--- config.mk ---
export PLATFORM = sky130hd
export DESIGN_NAME = oca_table
export DESIGN_NICKNAME = d
export VERILOG_FILES = /design/src/sv/oca_pkg.sv /design/src/sv/oca_table.sv
export SDC_FILE = /design/constraint.sdc
export NUM_CORES = 2
export LEC_CHECK = 0
export BUFFER_PORTS_ARGS = -buffer_cell sky130_fd_sc_hd__buf_2
export CORE_ASPECT_RATIO = 1.75
export CORE_MARGIN = 1
export CORE_UTILIZATION = 25
export DETAILED_ROUTE_END_ITERATION = 6
export PLACE_DENSITY = 0.42
export SLEW_MARGIN = 20
export SYNTH_ARGS = -nofsm -noshare
export SYNTH_HDL_FRONTEND = slang
export SYNTH_SLANG_ARGS = --single-unit
--- constraint.sdc ---
create_clock -name clk_i -period 8.9 [get_ports clk_i]
set_input_delay 0.89 -clock clk_i [delete_from_list [all_inputs] [get_ports clk_i]]
set_output_delay 0.89 -clock clk_i [all_outputs]
set_load 0.02 [all_outputs]
--- src/sv/oca_pkg.sv ---
// ----------------------------------------------------------------------------
// oca_pkg
// Shared types and constants of the override chain audibility gate.
// ----------------------------------------------------------------------------
package oca_pkg;

  localparam int LaneSlotsDef = 16;
  localparam int IdW          = 32;
  localparam int TimeW        = 48;
  localparam int HoldW        = 16;

  // request actions
  localparam logic [1:0] ACT_LOAD  = 2'd0;
  localparam logic [1:0] ACT_QUERY = 2'd1;
  localparam logic [1:0] ACT_NOTE  = 2'd2;

  // configuration register indexes
  localparam logic CFG_MODE = 1'b0;
  localparam logic CFG_HOLD = 1'b1;

  typedef struct packed {
    logic [1:0]       action;
    logic [IdW-1:0]   lane_id;
    logic [IdW-1:0]   override_target;
    logic [TimeW-1:0] now_ms;
    logic             audible;
    logic             last_entry;
  } in_t;

  typedef struct packed {
    logic play;
    logic status;
  } out_t;

endpackage

--- src/sv/oca_table.sv ---
// ----------------------------------------------------------------------------
// oca_table
// Two banks of lane entries; one is live, the other fills as shadow. Commit
// swaps the banks. The live bank is read at one scan index per cycle.
// ----------------------------------------------------------------------------
module oca_table import oca_pkg::*; #(
  parameter int LaneSlots = LaneSlotsDef,
  localparam int IW = $clog2(LaneSlots)
) (
  input  logic             clk_i,
  input  logic             rst_ni,
  input  logic [IW-1:0]    rd_idx_i,
  output logic [IdW-1:0]   rd_id_o,
  output logic [IdW-1:0]   rd_tgt_o,
  output logic [TimeW-1:0] rd_heard_o,
  input  logic             sh_we_i,
  input  logic [IW-1:0]    sh_idx_i,
  input  logic [IdW-1:0]   sh_id_i,
  input  logic [IdW-1:0]   sh_tgt_i,
  input  logic [TimeW-1:0] sh_heard_i,
  input  logic             note_we_i,
  input  logic [IW-1:0]    note_idx_i,
  input  logic [TimeW-1:0] note_heard_i,
  input  logic             commit_i
);

  logic [IdW-1:0]   ids_q   [2][LaneSlots];
  logic [IdW-1:0]   tgts_q  [2][LaneSlots];
  logic [TimeW-1:0] heard_q [2][LaneSlots];
  logic             sel_q;

  // swap live and shadow on commit
  always_ff @(posedge clk_i or negedge rst_ni) begin
    if (!rst_ni) begin
      sel_q <= 1'b0;
    end else if (commit_i) begin
      sel_q <= ~sel_q;
    end
  end

  // write shadow entries and live heard stamps
  always_ff @(posedge clk_i) begin
    if (sh_we_i) begin
      ids_q[~sel_q][sh_idx_i]   <= sh_id_i;
      tgts_q[~sel_q][sh_idx_i]  <= sh_tgt_i;
      heard_q[~sel_q][sh_idx_i] <= sh_heard_i;
    end
    if (note_we_i) begin
      heard_q[sel_q][note_idx_i] <= note_heard_i;
    end
  end

  assign rd_id_o    = ids_q[sel_q][rd_idx_i];
  assign rd_tgt_o   = tgts_q[sel_q][rd_idx_i];
  assign rd_heard_o = heard_q[sel_q][rd_idx_i];

endmodule

# Word-level counts from Yosys, hierarchy flattened

Memories as Yosys holds them, arrays and structs flattened.
Cells that the tools add are included.

Register bits: 1
RAM bits: 3584
Output and inout port bits: 112
Logic and storage cells: 35
Memories: 3

$lt $le $gt $ge: 5
Multiplexer cells: 20
Bitwise operators: 4
Reduce and logical (&&, ||, !) cells: 2

Memory list:

| memory  | depth | width | rd ports | clocked after memory_dff | wr ports | line            | text |
|---|---|---|---|---|---|---|---|
| heard_q | 2     | 768   | 1        | 0                        | 2        | oca_table.sv:29 | `logic [TimeW-1:0] heard_q [2][LaneSlots];` |
| ids_q   | 2     | 512   | 1        | 0                        | 1        | oca_table.sv:27 | `logic [IdW-1:0] ids_q [2][LaneSlots];` |
| tgts_q  | 2     | 512   | 1        | 0                        | 1        | oca_table.sv:28 | `logic [IdW-1:0] tgts_q [2][LaneSlots];` |

Operators by type and width:

| cell                                                                          | count |
|---|---|
| 768-bit two-way mux                                                           | 2 |
| 512-bit two-way mux                                                           | 1 |
| 48-bit demux with 4-bit select                                                | 2 |
| 32-bit binary-select mux with 4-bit select                                    | 2 |
| 48-bit binary-select mux with 4-bit select                                    | 1 |
| 48-bit two-way mux                                                            | 4 |
| 32-bit two-way mux                                                            | 5 |
| 32-bit demux with 4-bit select                                                | 1 |
| 5-bit greater-or-equal comparator (second input constant)                     | 3 |
| 4-bit inverter with 5-bit output                                              | 3 |
| 5-bit by 1-bit less-than comparator with 1-bit output (second input constant) | 2 |
| 1-bit logical AND                                                             | 2 |
| 1-bit two-way mux                                                             | 2 |
| 1-bit inverter                                                                | 1 |

# Depth between registers and ports, before layout

Depth in word-level cells: 6
Depth in mapped cells: 8
Gate-level depth less buffers: 4

# Worst setup path after synthesis

OpenSTA, ideal clock, no wires.

Path kind: in2reg
Start point: input port sh_idx_i[3]
End point: memory heard_q[1][100] (netlist name), enable pin
Setup time: 384 ps
Arrival: 6918 ps
Required time: 8516 ps
Slack: 1598 ps
Stages on the path: 4
Cells stage by stage: clkbuf_1 -> nand4_1 -> nor3_1 -> or2_2

RTL lines:

| item            | line            | text |
|---|---|---|
| start, declared | oca_table.sv:17 | `input logic [IW-1:0] sh_idx_i,` |
| end, declared   | oca_table.sv:29 |  |

# Final worst setup path

Start point: register sel_q
End point: output port rd_id_o[31]

Word-level cells in the longest chain between the ends: 4

RTL lines:

| item                                                   | line            | text |
|---|---|---|
| start, declared                                        | oca_table.sv:30 | `logic sel_q;` |
| start signal, assigned                                 | oca_table.sv:37 | `sel_q <= ~sel_q;` |
| memory 2 x 512 bit                                     | n/a             |  |
| 32-bit binary-select mux with 4-bit select             | oca_table.sv:53 | `assign rd_id_o = ids_q[sel_q][rd_idx_i];` |
| 32-bit two-way mux (implied by the code) (2 in series) | oca_table.sv:53 |  |
| end, declared                                          | oca_table.sv:13 | `output logic [IdW-1:0] rd_id_o,` |

Every way passes these cells. The select of a mux whose other input is x is not followed.

==> results.yml <==
clock_network:
  cts_tree: "built"
  clk_latency_ns: 0.93
  cts-root-buf: "clkbuf_16"
  clk_pin_slew_worst_paths_ns: 0.06
  clkSinkCount: 3585
  cts_max_path_buffers: 4
  cts_max_level: 5
  cts_made_buffers: 346
worst_setup_path:
  worstPathRequired_ns: 8.01
  setup.worst_path.start_class: "flip-flop"
  setup.worst_path.class: "flip-flop to output port"
  crit_fanout: 64
  end_kind: "output port"
  critPathArrivalTime_ns: 5.33
drt:
  drc_errors: 0
  wire_per_inst_um: 34.8
  via_count: 84700
  firstDrtPassIters: 6
  drtAntennaViolNets: 0
  drt-initial-drc-count: 7031
  vias_per_cell: 4.94
  drt-total-wl_um: 596000
placement:
  port_buffers: 288
  gp_congestion: 0.757
  hpwlAfterDp_um: 338000
yosys:
  async_flop_share_pct: 0.0279
  synth_cells: 8488
  synth_nets: 8665
  synth.distinct_cells: 41
  postSynthAreaPerCell_um2: 18.3
  yosysTopAreaCellShare_pct: 69.2
  ys_warn_count: 0
  ys_ff_latch: 3585
  netlist_top_cells_area: "edfxtp_1 (69%), mux2_2 (11%), mux4_2 (6.5%)"
  synth_edf_count: 3584
  synth_ff_type: "edfxtp_1"
  yosys.area.top_type: "edfxtp_1"
  syn_area_um2: 156000
  ys_seq_area_share_pct: 69.2
power_and_ir_drop:
  power_leakage_uw: 0.0569
  ir_worst_vdd_mv: 0.187
  power_density_nw_per_um2: 232
sta:
  fin_crit_ns: 6.22
  finalSetupTns_ns: 0
  setup_violations: 0
  slew_headroom_pct: 20.0
  fmaxAchievable_mhz: 161
  hold_viol_final: 0
  drv_slew: 0
  fin_skew_ns: 0.0360
  finalCritPeriodShare_pct: 69.9
  worstMarginPinSlew_ns: 1.20
  rsz0062_at_grt: "false"
run_status:
  status: "complete, no violations"
cells_and_area:
  multi_input_area_um2: 45200
  layout_commonest_cell: "edfxtp_1"
  post-route-util_pct: 28.7
  final_nets: 8741
  synthToLayoutAreaGrowth_pct: 14.5
  layout_common_cells: "edfxtp_1 (3584), mux2_2 (1522), mux2i_1 (896), a22oi_1 (648), mux4_2 (448)"
  fillCellCount: 61100
  seq_area_um2: 108000
  layout-drive-gt1-share_pct: 35.5
global_routing:
  grt_pass1_wl_um: 792000
  antenna_found_initial: 120
  groute.usage.overall_pct: 18.5
  grt_pass1_vias: 88600
  gr-total-overflow: 0
  grt_max_degree: 142
worst_hold_path:
  hold_class: "input pin to flip-flop"
floorplan:
  core_region_area_um2: 621000
  top_level_ports: 289
  rows: 383
  fp.dieW_um: 598
  start_util_pct: 25.1
  dieArea_um2: 626000
  die_y_um: 1050
run:
  cap_violations: 0
==> power by group <==
part / internal (uW) / switching [uW]
Combinational: 2770 / 4470
Sequential: 19000 / 145
Clock: 8110 / 6710
==> synth_stat cells, types with 18 or more instances <==
| library cell | count |
|---|---|
| nor2b_1 | 20 |
| clkbuf_1 | 494 |
| a31oi_1 | 18 |
| nand4_1 | 95 |
| a22o_1 | 18 |
| nor2_1 | 57 |
| mux4_2 | 448 |
| buf_4 | 80 |
| buf_1 | 25 |
| nand2_1 | 26 |
| edfxtp_1 | 3584 |
| a22oi_1 | 648 |
| nand3_1 | 228 |
| buf_2 | 221 |
| mux2i_1 | 896 |
| mux2_2 | 1522 |
==> sequential cells by signal, summed over array words and instances, names as in the netlist <==
signal	flops
ids_q	1024
heard_q	1536
tgts_q	1024
sel_q	1
==> metal layers <==
| layer | wire length [um] | global-route usage (%) | vias to the layer above |
|---|---|---|---|
| met2 | 325000 | 35.4 | 2542 |
| li1 | - | - | 34700 |
| met1 | 218000 | 20.4 | 46400 |
| met3 | 28600 | 2.70 | 968 |
| met4 | 23900 | 6.88 | 80 |
| met5 | 510 | 0 | - |
==> final timing paths <==
kind	startpoint	end	slack (ns)	depth (start not counted)
max	sel_q	rd_id_o[31]	2.68	7
min	commit_i	sel_q	0.16	2
max reg2reg	sel_q	heard_q[1][394]	3.85	5
min reg2reg	sel_q	sel_q	1.70	2
max in group asynchronous	rst_ni	sel_q	8.47	2
min in group asynchronous	rst_ni	sel_q	0.33	2
==> logic make-up (layout without fill, tap and decap cells) <==
logic type / Yosys count / count (layout) / synth area share (%)
flip-flops: 3585 / 3585 / 69.2
multiplexers: 2880 / 2880 / 23.4
buffers and inverters: 834 / 1178 / 2.44
AO/OA/AOI/OAI: 721 / 721 / 3.44
AND/OR/NAND/NOR: 467 / 467 / 1.58
XOR/XNOR: 1 / 1 / 0.00563
other: 0 / 32 / 0
==> final cells by class <==
cell class	count	share of cell area, %
Clock buffer	406	5.07
Sequential cell	3585	60.4
Antenna cell	32	0.0449
Timing Repair Buffer	562	2.21
Tap cell	8277	5.81
Clock inverter	210	1.07
Multi-Input combinational cell	4069	25.4
==> worst max-delay path, cell delays in order, from the launching register on <==
cell and delay (ns):
dfrtp_4 1.06, buf_4 0.52, buf_12 0.39, buf_4 0.53
mux4_2 0.56, a22oi_1 0.36, nand4_1 0.33, buf_2 0.27
==> through the flow <==
| step | power [uW] | hold WS [ns] | setup WS (ns) | std cells | area (um^2) |
|---|---|---|---|---|---|
| after floorplan | 24200 | 0.594 | 1.60 | 8488 | 156000 |
| after CTS | 41800 | 0.0734 | 2.34 | 17100 | 178000 |
| after global routing | 42500 | 0.127 | 2.39 | 17100 | 178000 |
| after detailed placement | 27000 | 0.672 | 3.02 | 16500 | 167000 |
| after global placement | 26900 | 0.669 | 3.01 | 16500 | 167000 |
| final | 41300 | 0.163 | 2.68 | 17100 | 178000 |
==> repair_timing <==
item	in CTS	in global routing
endpoints found under the setup margin	0	0
gates resized for setup	0	0
hold buffers	1	0
setup buffers	0	0
endpoints found under the hold margin	1	0
Note: power is estimated with default switching activity, not from simulation.
